File: src/rtl/lba_pkg.sv
// Shared types and constants for the linked block allocator.
package lba_pkg;

  localparam int STATUS_W = 2;
  localparam int SLOT_W   = 5;
  localparam int BLOCK_W  = 6;
  localparam int COUNT_W  = 7;
  localparam int LINK_W   = 7;

  localparam logic [LINK_W-1:0] NULL_LINK = 7'd64;

  localparam logic [STATUS_W-1:0] ST_OK      = 2'd0;
  localparam logic [STATUS_W-1:0] ST_NOSPACE = 2'd1;
  localparam logic [STATUS_W-1:0] ST_FULL    = 2'd2;
  localparam logic [STATUS_W-1:0] ST_ZERO    = 2'd3;

  // Controller to datapath
  typedef struct packed {
    logic                load;
    logic                slot_step;
    logic                slot_take;
    logic                blk_step;
    logic                link_end;
    logic                walk_rd;
    logic                emit_ok;
    logic                emit_err;
    logic [STATUS_W-1:0] err_code;
  } cmd_t;

  // Datapath to controller
  typedef struct packed {
    logic zero;
    logic too_big;
    logic slot_free;
    logic slot_end;
    logic blk_done;
    logic walk_last;
    logic out_free;
  } sts_t;

endpackage

File: src/rtl/lba_ctrl.sv
// Request sequencer for the linked block allocator.
module lba_ctrl import lba_pkg::*; (
  input  logic clk_i,
  input  logic rst_ni,
  input  logic in_valid_i,
  output logic in_stall_o,
  input  sts_t sts_i,
  output cmd_t cmd_o
);

  localparam logic [2:0] S_IDLE  = 3'd0;
  localparam logic [2:0] S_CHECK = 3'd1;
  localparam logic [2:0] S_SLOT  = 3'd2;
  localparam logic [2:0] S_BLK   = 3'd3;
  localparam logic [2:0] S_LEND  = 3'd4;
  localparam logic [2:0] S_WRD   = 3'd5;
  localparam logic [2:0] S_WEM   = 3'd6;
  localparam logic [2:0] S_ERR   = 3'd7;

  logic [2:0]          state_q, state_d;
  logic [STATUS_W-1:0] err_q, err_d;

  assign in_stall_o = (state_q != S_IDLE);

  always_comb begin
    state_d = state_q;
    err_d   = err_q;
    cmd_o   = '0;
    cmd_o.err_code = err_q;
    unique case (state_q)
      S_IDLE: begin
        if (in_valid_i) begin
          cmd_o.load = 1'b1;
          state_d    = S_CHECK;
        end
      end
      S_CHECK: begin
        if (sts_i.zero) begin
          err_d   = ST_ZERO;
          state_d = S_ERR;
        end else if (sts_i.too_big) begin
          err_d   = ST_NOSPACE;
          state_d = S_ERR;
        end else begin
          state_d = S_SLOT;
        end
      end
      S_SLOT: begin
        if (sts_i.slot_free) begin
          cmd_o.slot_take = 1'b1;
          state_d         = S_BLK;
        end else if (sts_i.slot_end) begin
          err_d   = ST_FULL;
          state_d = S_ERR;
        end else begin
          cmd_o.slot_step = 1'b1;
        end
      end
      S_BLK: begin
        cmd_o.blk_step = 1'b1;
        if (sts_i.blk_done) state_d = S_LEND;
      end
      S_LEND: begin
        cmd_o.link_end = 1'b1;
        state_d        = S_WRD;
      end
      S_WRD: begin
        cmd_o.walk_rd = 1'b1;
        state_d       = S_WEM;
      end
      S_WEM: begin
        if (sts_i.out_free) begin
          cmd_o.emit_ok = 1'b1;
          state_d       = sts_i.walk_last ? S_IDLE : S_WRD;
        end
      end
      S_ERR: begin
        if (sts_i.out_free) begin
          cmd_o.emit_err = 1'b1;
          state_d        = S_IDLE;
        end
      end
      default: state_d = S_IDLE;
    endcase
  end

  always_ff @(posedge clk_i or negedge rst_ni) begin
    if (!rst_ni) begin
      state_q <= S_IDLE;
      err_q   <= ST_OK;
    end else begin
      state_q <= state_d;
      err_q   <= err_d;
    end
  end

endmodule

File: src/rtl/lba_datapath.sv
// Used-block boundary, file table, link memory and result register.
module lba_datapath import lba_pkg::*; #(
  parameter int DISK_BLOCKS = 64,
  parameter int FILE_SLOTS  = 32
) (
  input  logic                clk_i,
  input  logic                rst_ni,
  input  cmd_t                cmd_i,
  output sts_t                sts_o,
  input  logic [COUNT_W-1:0]  block_count_i,
  output logic                out_valid_o,
  input  logic                out_stall_i,
  output logic [STATUS_W-1:0] status_o,
  output logic [SLOT_W-1:0]   file_slot_o,
  output logic [BLOCK_W-1:0]  start_block_o,
  output logic [BLOCK_W-1:0]  block_index_o,
  output logic [COUNT_W-1:0]  free_blocks_o,
  output logic                last_o
);

  localparam int MaxN = (DISK_BLOCKS > FILE_SLOTS) ? DISK_BLOCKS : FILE_SLOTS;
  localparam int IW   = $clog2(MaxN);
  localparam int AW   = $clog2(DISK_BLOCKS);
  localparam int SW   = (FILE_SLOTS > 1) ? $clog2(FILE_SLOTS) : 1;

  logic [FILE_SLOTS-1:0]  slot_valid_q;
  logic [COUNT_W-1:0]     free_q;
  logic [COUNT_W-1:0]     want_q;
  logic [COUNT_W-1:0]     cnt_q;
  logic [IW-1:0]          idx_q;
  logic [SW-1:0]          slot_q;
  logic [AW-1:0]          start_q;
  logic [AW-1:0]          prev_q;
  logic [LINK_W-1:0]      cur_q;
  logic [LINK_W-1:0]      rd_q;

  logic [LINK_W-1:0]      link_mem [DISK_BLOCKS];

  logic [COUNT_W-1:0]     used_cnt;
  logic                   take;
  logic                   mem_we;
  logic [LINK_W-1:0]      mem_wdata;

  // blocks are taken lowest first and never released, so the used ones
  // always run from block 0 up to used_cnt - 1
  assign used_cnt = COUNT_W'(DISK_BLOCKS) - free_q;
  assign take     = (COUNT_W'(idx_q[AW-1:0]) >= used_cnt);

  assign sts_o.zero      = (want_q == '0);
  assign sts_o.too_big   = (want_q > free_q);
  assign sts_o.slot_free = !slot_valid_q[idx_q[SW-1:0]];
  assign sts_o.slot_end  = (idx_q == IW'(FILE_SLOTS - 1));
  assign sts_o.blk_done  = take && ((cnt_q + 7'd1) == want_q);
  assign sts_o.walk_last = (cnt_q == 7'd1);
  assign sts_o.out_free  = !out_valid_o || !out_stall_i;

  // link writes always go to the previous block of the chain
  assign mem_we    = (cmd_i.blk_step && take && (cnt_q != '0)) || cmd_i.link_end;
  assign mem_wdata = cmd_i.link_end ? NULL_LINK : LINK_W'(idx_q);

  always_ff @(posedge clk_i) begin
    if (mem_we) link_mem[prev_q] <= mem_wdata;
    if (cmd_i.walk_rd) rd_q <= link_mem[cur_q[AW-1:0]];
  end

  always_ff @(posedge clk_i or negedge rst_ni) begin
    if (!rst_ni) begin
      slot_valid_q <= '0;
      free_q       <= COUNT_W'(DISK_BLOCKS);
    end else begin
      if (cmd_i.slot_take) slot_valid_q[idx_q[SW-1:0]] <= 1'b1;
      if (cmd_i.link_end) free_q <= free_q - want_q;
    end
  end

  always_ff @(posedge clk_i) begin
    if (cmd_i.load) begin
      want_q <= block_count_i;
      idx_q  <= '0;
    end
    if (cmd_i.slot_step) idx_q <= idx_q + 1'b1;
    if (cmd_i.slot_take) begin
      slot_q <= idx_q[SW-1:0];
      idx_q  <= '0;
      cnt_q  <= '0;
    end
    if (cmd_i.blk_step) begin
      idx_q <= idx_q + 1'b1;
      if (take) begin
        if (cnt_q == '0) start_q <= idx_q[AW-1:0];
        prev_q <= idx_q[AW-1:0];
        cnt_q  <= cnt_q + 7'd1;
      end
    end
    if (cmd_i.link_end) cur_q <= LINK_W'(start_q);
    if (cmd_i.emit_ok) begin
      cur_q <= rd_q;
      cnt_q <= cnt_q - 7'd1;
    end
  end

  // result register
  always_ff @(posedge clk_i or negedge rst_ni) begin
    if (!rst_ni) begin
      out_valid_o <= 1'b0;
    end else if (cmd_i.emit_ok || cmd_i.emit_err) begin
      out_valid_o <= 1'b1;
    end else if (!out_stall_i) begin
      out_valid_o <= 1'b0;
    end
  end

  always_ff @(posedge clk_i) begin
    if (cmd_i.emit_ok) begin
      status_o      <= ST_OK;
      file_slot_o   <= SLOT_W'(slot_q);
      start_block_o <= BLOCK_W'(start_q);
      block_index_o <= BLOCK_W'(cur_q);
      free_blocks_o <= free_q;
      last_o        <= (cnt_q == 7'd1);
    end else if (cmd_i.emit_err) begin
      status_o      <= cmd_i.err_code;
      file_slot_o   <= '0;
      start_block_o <= '0;
      block_index_o <= '0;
      free_blocks_o <= free_q;
      last_o        <= 1'b1;
    end
  end

endmodule

File: src/rtl/linked_block_allocator_core.sv
// Top level of the linked block allocator: sequencer plus datapath.
//
//  Channel  Direction  Handshake               Payload
//  request  in         in_valid_i / in_stall_o block_count_i
//  result   out        out_valid_o/ out_stall_i status, file_slot, start_block,
//                                              block_index, free_blocks, last
//
// One request at a time. A zero-length or oversized request gives its single
// transaction; a full table gives it after the slot search. A granted one
// checks the slots in turn, scans block positions one a cycle up to the last
// block taken, and does a registered link memory read per chained block in
// the walk. Result stalls hold the sequencer; the result register frees the
// request side as soon as the last transaction is loaded.
// Reset (asynchronous, active low) frees all blocks and slots at once; the link
// memory needs no clearing pass, since only links written by the current
// request are read back.
module linked_block_allocator_core import lba_pkg::*; #(
  parameter int DISK_BLOCKS = 64,
  parameter int FILE_SLOTS  = 32
) (
  input  logic                clk_i,
  input  logic                rst_ni,
  input  logic                in_valid_i,
  output logic                in_stall_o,
  input  logic [COUNT_W-1:0]  block_count_i,
  output logic                out_valid_o,
  input  logic                out_stall_i,
  output logic [STATUS_W-1:0] status_o,
  output logic [SLOT_W-1:0]   file_slot_o,
  output logic [BLOCK_W-1:0]  start_block_o,
  output logic [BLOCK_W-1:0]  block_index_o,
  output logic [COUNT_W-1:0]  free_blocks_o,
  output logic                last_o
);

  cmd_t cmd;
  sts_t sts;

  // sequencer: check, slot search, block scan, link close, chain walk, error result
  lba_ctrl u_ctrl (
    .clk_i      (clk_i),
    .rst_ni     (rst_ni),
    .in_valid_i (in_valid_i),
    .in_stall_o (in_stall_o),
    .sts_i      (sts),
    .cmd_o      (cmd)
  );

  // state, link memory and the result register
  lba_datapath #(
    .DISK_BLOCKS (DISK_BLOCKS),
    .FILE_SLOTS  (FILE_SLOTS)
  ) u_dp (
    .clk_i         (clk_i),
    .rst_ni        (rst_ni),
    .cmd_i         (cmd),
    .sts_o         (sts),
    .block_count_i (block_count_i),
    .out_valid_o   (out_valid_o),
    .out_stall_i   (out_stall_i),
    .status_o      (status_o),
    .file_slot_o   (file_slot_o),
    .start_block_o (start_block_o),
    .block_index_o (block_index_o),
    .free_blocks_o (free_blocks_o),
    .last_o        (last_o)
  );

endmodule

File: config.mk
export PLATFORM = sky130hd
export DESIGN_NAME = linked_block_allocator_core
export DESIGN_NICKNAME = d
export VERILOG_FILES = /design/src/rtl/lba_pkg.sv /design/src/rtl/lba_ctrl.sv /design/src/rtl/lba_datapath.sv /design/src/rtl/linked_block_allocator_core.sv
export SDC_FILE = /design/constraint.sdc
export NUM_CORES = 1
export LEC_CHECK = 0
export ABC_AREA = 0
export BUFFER_PORTS_ARGS = -buffer_cell sky130_fd_sc_hd__buf_2
export CORE_MARGIN = 1
export CORE_UTILIZATION = 30
export CTS_CLUSTER_SIZE = 28
export DETAILED_ROUTE_END_ITERATION = 10
export GPL_ROUTABILITY_DRIVEN = 1
export GPL_TIMING_DRIVEN = 0
export PLACE_DENSITY_LB_ADDON = 0.12
export SLEW_MARGIN = 20
export SYNTH_ARGS = -nofsm -noshare
export SYNTH_HDL_FRONTEND = slang
export SYNTH_SLANG_ARGS = --single-unit
File: constraint.sdc
create_clock -name clk_i -period 7 [get_ports clk_i]
set_input_delay 0.7 -clock clk_i [delete_from_list [all_inputs] [get_ports clk_i]]
set_output_delay 0.7 -clock clk_i [all_outputs]
set_load 0.03 [all_outputs]
Word-level counts from Yosys, hierarchy flattened
Memories as Yosys holds them, arrays and structs flattened. A register that Yosys moved wholly into a read port is not among the register bits.
Index checks and enable logic that the tools add are counted.
{ "classes": {"add_sub_neg": 5, "order_cmp": 4, "eq_ne": 19, "muxes": 55, "bitwise_logic": 1, "n_reduce_logical": 22} }
{ "op_table": {"columns": ["operator", "n"], "rows": [
  ["$mux 6", 9],
  ["$mux 7", 7],
  ["$or 32x32->32", 1],
  ["$mux 3", 9],
  ["$pmux 3 s8", 1],
  ["$mux 1", 19],
  ["$logic_not 7->1", 2],
  ["$eq 3x3->1 const B", 4],
  ["$mux 2", 5],
  ["$mux 5", 2],
  ["$ne 2x2->1 const B", 5],
  ["$add 7x1->7 const B", 1],
  ["$eq 7x1->1 const B", 1],
  ["$eq 7x7->1", 1],
  ["$ge 6x7->1", 1],
  ["$gt 7x7->1", 1],
  ["$reduce_bool 7->1", 1],
  ["$sub 7x1->7 const B", 1],
  ["$sub 7x7->7", 1],
  ["$sub 7x7->7 const A", 1],
  ["$add 6x1->6 const B", 1],
  ["$eq 3x2->1 const B", 2],
  ["$eq 6x5->1 const B", 1],
  ["$lt 5x6->1 const B", 1],
  ["other kinds (18)", 28]
]} }
{ "totals": {"reg_bits": 115, "ram_bits": 448, "elab_cells": 125, "memories": 1} }
{ "mem_list": {"columns": ["memory", "words", "word_bits", "rd", "rd_ports_with_merged_regs", "wr", "line", "source"], "rows": [
  ["u_dp.link_mem", 64, 7, 1, 1, 1, "lba_datapath.sv:37", "logic [LINK_W-1:0] link_mem [DISK_BLOCKS];"]
]} }

Logic depth before layout (Yosys ltp)
Gate-level depths: netlist (run 1).
{ "logic_depth": {"ltp_word": 8, "mapped_depth": 13, "depth_no_buf": 13} }

Modules after synthesis
Synthesis (run 1) repeated with hierarchy kept, for this count alone.
{ "hier_totals": {"hier_cells": 1242, "area_unflattened_um2": 20905.0} }
{ "modules_own_cells": {"columns": ["module", "n_inst", "cells_per_inst", "area_each_um2", "seq_area_each_um2"], "rows": [
  ["lba_datapath", 1, 1195, 20525.9, 14725.4],
  ["lba_ctrl", 1, 47, 379.1, 125.1]
]} }

Worst setup path before layout (run 1)
No wires, ideal clock.
{ "synth_path": {"path_kind": "register to register", "from": "register u_dp.free_q[1]", "to": "memory u_dp.link_mem[34][0] (enable)", "setup_ns": 0.377, "arrival_time_ns": 2.904, "required_ns": 6.623, "path_slack_ns": 3.719, "path_stages_with_launch": 12, "path_buffers": 0, "period_less_slack_ns": 3.281, "path_cell_list": "dfrtp_1 inv_1 ha_1 or3b_2 xnor2_1 ha_1 nand3_1 o21ai_0 a41oi_1 nor2b_1 nand3_1 nor3_1"} }
{ "synth_via": {"elab_chain_cells": 7} }
{ "synth_lines": {"columns": ["element", "line", "source"], "rows": [
  ["from (decl)", "lba_datapath.sv:27", "logic [COUNT_W-1:0] free_q;"],
  ["from (signal assigned)", "lba_datapath.sv:69", "free_q <= COUNT_W'(DISK_BLOCKS);"],
  ["from (signal assigned)", "lba_datapath.sv:72", "if (cmd_i.link_end) free_q <= free_q - want_q;"],
  ["$sub 7x7->7", "lba_datapath.sv:46", "assign used_cnt = COUNT_W'(DISK_BLOCKS) - free_q;"],
  ["$ge 6x7->1", "lba_datapath.sv:47", "assign take = (COUNT_W'(idx_q[AW-1:0]) >= used_cnt);"],
  ["$logic_and 1x1->1 (2 in a row)", "lba_datapath.sv:58", "assign mem_we = (cmd_i.blk_step && take && (cnt_q != '0)) || cmd_i.link_end;"],
  ["$logic_or 1x1->1", "lba_datapath.sv:58", null],
  ["$mux 1", "lba_datapath.sv:62", "if (mem_we) link_mem[prev_q] <= mem_wdata;"],
  ["$mux 1 (implied by the code)", "lba_datapath.sv:62", null],
  ["to (decl)", "lba_datapath.sv:37", null]
]} }
Every way passes these cells.

Worst setup path in the final report (run 1)
{ "layout_path": {"from": "register u_dp.free_q[1]", "to": "memory u_dp.link_mem[11][0] (enable)"} }
Same word-level chain as after synthesis.

==> results of run 1 <==
==> cell type report <==
class | count | area, um2
Buffer | 53 | 231
Inverter | 21 | 78.8
Fill cell | 6282 | 43600
Multi-Input combinational cell | 541 | 5410
Antenna cell | 1 | 2.50
Clock buffer | 76 | 1560
Sequential cell | 505 | 14900
Tap cell | 873 | 1090
Clock inverter | 31 | 303
Timing Repair Buffer | 42 | 258
==> layout by cell type, fill, tap and decap left out, drive strengths merged, types with 19 or more instances in the layout <==
| master | netlist | routed |
|---|---|---|
| mux4 | 126 | 126 |
| dfrtp | 44 | 44 |
| and2 | 21 | 21 |
| edfxtp | 451 | 451 |
| nor2 | 83 | 83 |
| ha | 22 | 22 |
| nand3 | 21 | 21 |
| buf | 22 | 63 |
| nand2 | 68 | 68 |
| o21ai | 19 | 19 |
| clkinv | 1 | 24 |
| inv | 20 | 20 |
| clkbuf | 31 | 108 |
| o21bai | 32 | 32 |
==> registers in the layout, indices dropped and copies added, names as in the netlist, 7 cells and up <==
register,flops
u_dp.link_mem,384
u_dp.slot_valid_q,32
u_dp.cnt_q,7
u_dp.free_blocks_o,7
u_dp.free_q,7
u_dp.want_q,7
==> cells by family (layout without fill, tap and decap cells) <==
| family | count (synthesis) | count (layout) |
|---|---|---|
| xor gates and xnor gates | 23 | 23 |
| other | 0 | 1 |
| DFF | 505 | 505 |
| AOI/OAI and AO/OA | 94 | 94 |
| and+or+nand+nor | 255 | 255 |
| buffers and inverters | 74 | 223 |
| adders and majority gates | 23 | 23 |
| muxes | 146 | 146 |
==> power by group through the flow <==
stage / Sequential (mW) / Combinational (mW) / Clock (mW)
after floorplan: 4.36 / 1.86 / 0
after global placement: 4.36 / 2.97 / 0
after detailed placement: 4.31 / 3.08 / 0
after CTS: 4.25 / 3.09 / 3.06
after global routing: 4.28 / 3.29 / 3.18
final: 4.24 / 3.01 / 2.97
==> stage by stage <==
stage / setup slack [ns] / utilization, % / instance area, um2
floorplan: 3.72 / - / 20500
global placement: 1.47 / 32.4 / 21800
detailed placement: 2.53 / 32.5 / 21900
CTS: 2.51 / 35.3 / 23800
global route: 2.29 / 35.3 / 23800
finish: 2.60 / 35.3 / 23800
==> worst max-delay path: stages, from the launching register on <==
cell and delay, ns:
dfrtp_1 0.42, inv_1 0.12, ha_1 0.19, or3b_2 0.49, xnor2_1 0.15, ha_1 0.30, nand3_1 0.07, o21ai_0 0.38
a41oi_1 0.26, nor2b_1 0.39, nand2_1 0.57, nor2_1 0.69
==> worst paths after layout <==
path / from / to / slack [ns] / cells after the start
setup / recovery: u_dp.free_q[1] / u_dp.link_mem[11][0] / 2.60 / 11
setup reg to reg: u_dp.free_q[1] / u_dp.link_mem[11][0] / 2.60 / 11
min in group clk_i: block_count_i[4] / u_dp.want_q[4] / 0.28 / 1
hold reg to reg: u_dp.status_o[1] / u_dp.status_o[1] / 0.46 / 2
hold / removal: rst_ni / u_dp.free_q[0] / 0.11 / 1
max in group asynchronous: rst_ni / u_dp.slot_valid_q[13] / 6.47 / 1
==> per-layer routing <==
metal | routed length (um) | part of all wire, % | vias up | track usage (%)
met3 | 1960 | 3.9 | 67 | 2.76
met5 | 0 | 0 | - | 0
li1 | - | - | 4639 | -
met1 | 23800 | 47 | 5482 | 20.9
met2 | 24000 | 47 | 176 | 23.5
met4 | 1030 | 2.0 | 0 | 3.70
==> reports/summary.txt, run 1 <==
status = finished, final reports clean
Lkg Pwr = 7.84 nW
Switching Power = 3.29 mW
row cnt = 95
post-synthesis adder-cell area fraction = 1.44%
switching share of total power = 32.2%
mapped cell area = 0.0205 mm2
DR iter-0 viols = 794
Final Hold Fails = 0
CTS tree = yes
clk_skew = 0.0192 ns
Setup CP Type = reg2reg
port buffer count = 39
top cells by instance count after synthesis = 451 x edfxtp_1, 126 x mux4_2, 83 x nor2_1
post-cts resize count = 0
sequential power share = 41.5%
Worst Path Required = 7.24 ns
CTS H-Tree Depth = 2
Max-slew headroom = 36.9%
DR WL/cell = 23.7 um
antenna-violating nets left = 0
RSZ-0062 raised after global routing = no
DP Cell Count = 2,035
Synth Flop Type = edfxtp_1
DRC viols = 0
Pre-antenna DRT Iters = 4
mux cell area share after synthesis = 14.8%
Clock Sinks = 505
Post-synth EDFFs = 451
aggregate global-route resource usage = 14.8%
antenna violations before repair = 0
post-synth top area cell = edfxtp_1
Initial Util = 30.5%
Tmin final = 4.40 ns
Die Span X = 264 um
Clk pwr share = 29.1%
Net count, final = 1,255
syn_nets = 1,154
VDD IR max = 0.000371 V
largest net degree at the start of global routing = 65
fraction of registers with async set/reset = 8.91%
Synth Area in Compound Gates = 3.11%
Post-Synth XOR/XNOR Area = 0.981%
DR vias/cell = 4.84
layout cells sized above 1 = 22.1%
Setup violations, final = 0
post-synthesis cell count = 1,120
core area = 0.0674 mm2
main area contributors after synthesis = edfxtp_1 66%, mux4_2 14%, dfrtp_1 5.4%
post-CTS setup buffers = 0
first-pass GRT wire length = 74.9 mm
hold-fix buffers at CTS = 0
Power Density = 430 mW/mm2
Hold WC Path Type = in2async
Clock Tree Buf Depth = 3
final wirelength = 50.8 mm
Die Ht = 264 um
Synth cell types = 54
post-synth top area share = 66.0%
Simple-Gate Fraction of Synth Area = 5.81%
maximum clock frequency = 227 MHz
Tightest Pin Transition = 0.947 ns
fin crit share = 62.9%
vias in the first global route = 10,868
final HPWL from detailed placement = 33.7 mm
CP endpoint kind = register
startpoint types = register
sequential area share after synthesis = 72.3%
hold_ws = 0.114 ns
# Max-Cap Violations = 0
Synthesis Warnings = 0
Final Max Slew Viols = 0
vias = 10,364
count leader, synth = edfxtp_1
syn avg cell area = 18.3 um2
Finished Layout Cells = 2,143
crit path DAT = 4.64 ns
synth-to-layout area growth = 15.9%
clk root buf = clkbuf_16
die area = 0.0695 mm2
Worst-path clk slew = 0.06 ns
worst-skew pair later-pin latency = 0.61 ns
GPL Wtd Cong = 0.759
Synth Register Bits = 505
Internal Power = 6.93 mW
crit-path max FO = 7
largest family of logic cells by synthesized area = multiplexers
Ports = 40
Logic pwr share = 29.4%
total CTS buffers = 57
overall power = 10.2 mW
total congestion overflow = 0
Final TNS setup = 0 ns
Note: power is estimated with default switching activity, not from simulation.
==> run 2, diff against run 1 <==
==> constraint.sdc (replaced) <==
create_clock -name clk_i -period 4.2 [get_ports clk_i]
set_input_delay 0.42 -clock clk_i [delete_from_list [all_inputs] [get_ports clk_i]]
set_output_delay 0.42 -clock clk_i [all_outputs]
set_load 0.03 [all_outputs]
==> run 2 against run 1 <==
Net effect: first-iteration DRC count decreased by 7.6%; count of clock-buffer cells in the layout stayed put; global-route usage is essentially flat; non-clock buffer count increased by 8; cell area grew 1.6%; clock power grew 67%; power rose by 67%.
==> reports/summary.txt, run 2 (synthesized netlist as in run 1, its figures left out) <==
Initial Util = 30.5%
Regs by FF count = u_dp.link_mem (384), u_dp.slot_valid_q (32)
Final Instance Area = 0.0242 mm2
Final Hold Fails = 0
worst-skew pair later-pin latency = 0.61 ns
Clock Sinks = 505
vias in the first global route = 10,882
Power Density = 707 mW/mm2
Final TNS setup = 0 ns
post-CTS setup buffers = 0
final HPWL from detailed placement = 33.7 mm
register area = 0.0149 mm2
vias = 10,408
layout cells sized above 1 = 27.3%
final core occ = 35.9%
Final Max Slew Viols = 0
maximum clock frequency = 245 MHz
Pre-antenna DRT Iters = 4
CTS tree = yes
DR iter-0 viols = 734
Biggest register = u_dp.link_mem
hold_sp = out_stall_i
most frequent cells in the layout = 451 x edfxtp_1, 126 x mux4_2, 62 x nand2_1
max reg flops = 384
Finished Layout Cells = 2,151
# Max-Cap Violations = 0
Tmin final = 4.08 ns
first-pass GRT wire length = 75.0 mm
Worst-path clk slew = 0.06 ns
Max-slew headroom = 37.7%
R2R cell count = 11
Ports = 40
Net count, final = 1,263
die area = 0.0695 mm2
Setup violations, final = 0
Lkg Pwr = 7.88 nW
Hold WC Path Type = in2reg
row cnt = 95
Die Span X = 264 um
Tightest Pin Transition = 0.935 ns
crit path DAT = 4.33 ns
Setup CP Type = reg2reg
DR vias/cell = 4.84
fin crit share = 97.1%
largest net degree at the start of global routing = 65
clk_skew = 0.0196 ns
area of the multi-input gates = 0.00572 mm2
Die Ht = 264 um
GPL Wtd Cong = 0.759
VDD IR max = 0.000617 V
Fillers = 6,263
RSZ-0062 raised after global routing = yes
startpoint types = register
Worst Path Required = 4.45 ns
DRC viols = 0
final wirelength = 50.7 mm
dpl ws = -0.274 ns
Worst Slack Setup Final = 0.122 ns
crit-path max FO = 7
Worst R2R Start = u_dp.free_q[1]
synth-to-layout area growth = 17.8%
total CTS buffers = 57
R2R setup slack = 0.12 ns
Placed Area = 0.0219 mm2
CP endpoint kind = register
antenna-violating nets left = 0
CTS H-Tree Depth = 2
worst hold endpoint = u_dp.out_valid_o
core area = 0.0674 mm2
total congestion overflow = 0
Worst R2R End = u_dp.link_mem[58][3]
clk root buf = clkbuf_16
port buffer count = 39
aggregate global-route resource usage = 14.8%
Hold Path Stages = 3
status = finished, final reports clean
DR WL/cell = 23.6 um
Clock Tree Buf Depth = 3
antenna violations before repair = 0
most common cell after layout, fill and taps aside = edfxtp_1
DP Cell Count = 2,035
-- run 2: per-stage QoR --
stage	hold slack [ns]	power (mW)
after detailed placement	0.462	12.3
after global placement	0.458	12.2
after floorplan	0.124	10.4
after CTS	0.0137	17.3
after global routing	0.170	18.0
final	0.197	17.1
-- run 2: how the worst max path moves through the flow --
| stage | from | to | slack, ns |
|---|---|---|---|
| after CTS | u_dp.free_q[1] | u_dp.link_mem[15][4] | -0.24 |
| after global routing | u_dp.free_q[1] | u_dp.link_mem[63][5] | -0.11 |
| after global placement | u_ctrl.state_q[0] | u_dp.link_mem[31][1] | -1.33 |
| final | u_dp.free_q[1] | u_dp.link_mem[58][3] | 0.12 |
| after detailed placement | u_dp.free_q[1] | u_dp.link_mem[3][5] | -0.27 |
| after floorplan | u_dp.free_q[1] | u_dp.link_mem[34][0] | 0.92 |
-- run 2: final cells by class --
cell class | instances | area share [%]
Antenna cell | 1 | 0.0104
Multi-Input combinational cell | 541 | 23.7
Buffer | 53 | 0.958
Sequential cell | 505 | 61.4
Inverter | 21 | 0.326
Tap cell | 873 | 4.52
Timing Repair Buffer | 50 | 1.40
Clock buffer | 76 | 6.45
Clock inverter | 31 | 1.25
-- run 2: power breakdown --
group	internal, mW	switching [mW]	leakage, nW
Sequential	6.76	0.308	4.76
Combinational	1.85	3.22	2.22
Clock	2.96	2.00	0.903
-- run 2: layer usage --
metal | vias up | part of all wire, % | global-route usage [%]
li1 | 4667 | - | -
met1 | 5495 | 47 | 20.9
met2 | 178 | 48 | 23.5
met3 | 68 | 3.9 | 2.73
met4 | 0 | 2.0 | 3.70
met5 | - | 0 | 0
-- run 2: timing repair --
| item | CTS | global route |
|---|---|---|
| hold buffers | 7 | 1 |
| gates resized for setup | 48 | 45 |
| endpoints found under the hold margin | 7 | 44 |
| endpoints found under the setup margin | 342 | 384 |
-- run 2: critical path, cell delays in order (launching register included) --
cell	delay, ns
dfrtp_1	0.42
inv_1	0.12
ha_1	0.19
or3b_2	0.49
xnor2_1	0.15
ha_1	0.30
nand3_1	0.07
o21ai_0	0.38
a41oi_1	0.30
nor2b_2	0.37
nand2_2	0.45
nor2_2	0.49
==> run 3, diff against run 2 <==
--- a/config.mk
+++ b/config.mk
@@ -13,7 +13,6 @@
 export DETAILED_ROUTE_END_ITERATION = 10
 export GPL_ROUTABILITY_DRIVEN = 1
 export GPL_TIMING_DRIVEN = 0
-export PLACE_DENSITY_LB_ADDON = 0.12
 export SLEW_MARGIN = 20
 export SYNTH_ARGS = -nofsm -noshare
 export SYNTH_HDL_FRONTEND = slang
==> constraint.sdc (replaced) <==
create_clock -name clk_i -period 4 [get_ports clk_i]
set_input_delay 0.4 -clock clk_i [delete_from_list [all_inputs] [get_ports clk_i]]
set_output_delay 0.4 -clock clk_i [all_outputs]
set_load 0.03 [all_outputs]
==> run 3 against run 2 <==
Net effect: first-iteration DRC count increased by 49%; clock skew about the same; final cell count decreased by 0.46%; non-clock buffer count increased by 5; global-route usage decreased by 1.5 points.
==> reports/summary.txt, run 3 (synthesized netlist as in run 1, its figures left out) <==
status = finished, final reports clean
# Max-Cap Violations = 0
largest net degree at the start of global routing = 65
Setup CP Type = reg2reg
Setup violations, final = 0
antenna violations before repair = 0
clk_skew = 0.0192 ns
Die Span X = 264 um
Final Hold Fails = 0
CTS H-Tree Depth = 2
Final Max Slew Viols = 0
Initial Util = 30.5%
DR vias/cell = 4.96
Logic pwr share = 31.0%
Biggest register = u_dp.link_mem
worst-skew pair later-pin latency = 0.59 ns
core area = 0.0674 mm2
GPL Wtd Cong = 0.853
Clk pwr share = 26.6%
Clock Sinks = 505
most common cell after layout, fill and taps aside = edfxtp_1
die area = 0.0695 mm2
Max-slew headroom = 33.1%
fin crit share = 99.8%
Pre-antenna DRT Iters = 6
crit-path max FO = 7
total CTS buffers = 52
CTS tree = yes
startpoint types = register
Ports = 40
RSZ-0062 raised after global routing = yes
Power Density = 723 mW/mm2
CP endpoint kind = register
DRC viols = 0
Internal Power = 11.8 mW
most frequent cells in the layout = 451 x edfxtp_1, 126 x mux4_2, 62 x nand2_1
port buffer count = 39
final HPWL from detailed placement = 30.6 mm
final wirelength = 46.2 mm
clk root buf = clkbuf_16
DR WL/cell = 21.6 um
DR iter-0 viols = 1,095
vias in the first global route = 10,700
Lkg Pwr = 7.84 nW
Switching Power = 5.63 mW
aggregate global-route resource usage = 13.4%
row cnt = 95
antenna fix cells = 0
antenna-violating nets left = 0
hold_ws = 0.183 ns
VDD IR max = 0.000475 V
max reg flops = 384
sequential power share = 42.4%
switching share of total power = 32.2%
Clock Tree Buf Depth = 3
Hold WC Path Type = in2reg
vias = 10,616
Net count, final = 1,263
Die Ht = 264 um
Worst-path clk slew = 0.06 ns
Regs by FF count = u_dp.link_mem (384), u_dp.slot_valid_q (32)
synth-to-layout area growth = 17.8%
total congestion overflow = 0
Tmin final = 3.99 ns
first-pass GRT wire length = 69.4 mm
maximum clock frequency = 250 MHz
final core occ = 35.9%
Tightest Pin Transition = 1.00 ns
crit path DAT = 4.23 ns
Worst Path Required = 4.23 ns
layout cells sized above 1 = 27.4%
## run 3: stage by stage
stage	worst slack, ns	cells	TNS [ns]	area [um2]	power (mW)
floorplan	0.719	1120	0	20500	10.9
finish	0.00650	2141	0	24200	17.5
CTS	-0.231	2139	-23.60	23900	17.6
global placement	-1.27	2032	-200.12	21800	12.6
detailed placement	-0.384	2039	-63.33	22000	12.9
global route	-0.141	2141	-12.43	24200	18.2
## run 3: final cells by class
class                   instances  area, um2
plain buffers                  53        230
clock buffers                  64       1390
clock inverters                29        234
fillers                      6158      43200
inverters                      21       78.8
multi-input cells             541       5840
flip-flops and latches        505      14900
well taps                     873       1090
repair buffers                 55        470
## run 3: path summary, 6_finish.rpt
kind | from | end | slack (ns) | cells past startpoint
worst max register to register | u_dp.free_q[1] | u_dp.link_mem[44][4] | 0.006 | 11
max in group asynchronous | rst_ni | u_ctrl.state_q[0] | 3.21 | 2
worst min register to register | u_dp.slot_valid_q[11] | u_dp.slot_valid_q[11] | 0.47 | 1
worst max-delay path | u_dp.free_q[1] | u_dp.link_mem[44][4] | 0.006 | 11
min in group asynchronous | rst_ni | u_dp.slot_valid_q[31] | 0.38 | 2
worst min-delay path | out_stall_i | u_dp.out_valid_o | 0.18 | 3
## run 3: metal layers
| metal | GRT usage, % | vias to the layer above | share of wire (%) | wire [um] |
|---|---|---|---|---|
| li1 | - | 4674 | - | - |
| met1 | 18.9 | 5559 | 44 | 20500 |
| met2 | 20.9 | 321 | 48 | 21900 |
| met3 | 2.03 | 62 | 5.4 | 2480 |
| met4 | 4.62 | 0 | 2.6 | 1220 |
| met5 | 0 | - | 0 | 0 |
## run 3: power groups by stage
stage | combinational, mW | clock (mW) | sequential, mW
after floorplan | 3.25 | 0 | 7.63
after global placement | 4.96 | 0 | 7.61
after detailed placement | 5.34 | 0 | 7.52
after CTS | 5.40 | 4.76 | 7.42
after global routing | 5.83 | 4.94 | 7.47
final | 5.41 | 4.66 | 7.41
## run 3: timing repair
item	CTS	global route
setup endpoints to repair	348	384
gates resized for setup	68	54
cloned	0	0
buffers inserted	0	1
pin swaps	0	1
hold buffers	7	1
endpoints found under the hold margin	7	44
## run 3: critical path: stages (launching register included)
cell and delay [ns]:
dfrtp_1 0.42, inv_1 0.12, ha_1 0.19, or3b_2 0.48, xnor2_1 0.15, ha_1 0.30
nand3_1 0.07, o21ai_0 0.33, a41oi_1 0.31, nor2_2 0.36, nand2_2 0.42, nor2_2 0.48
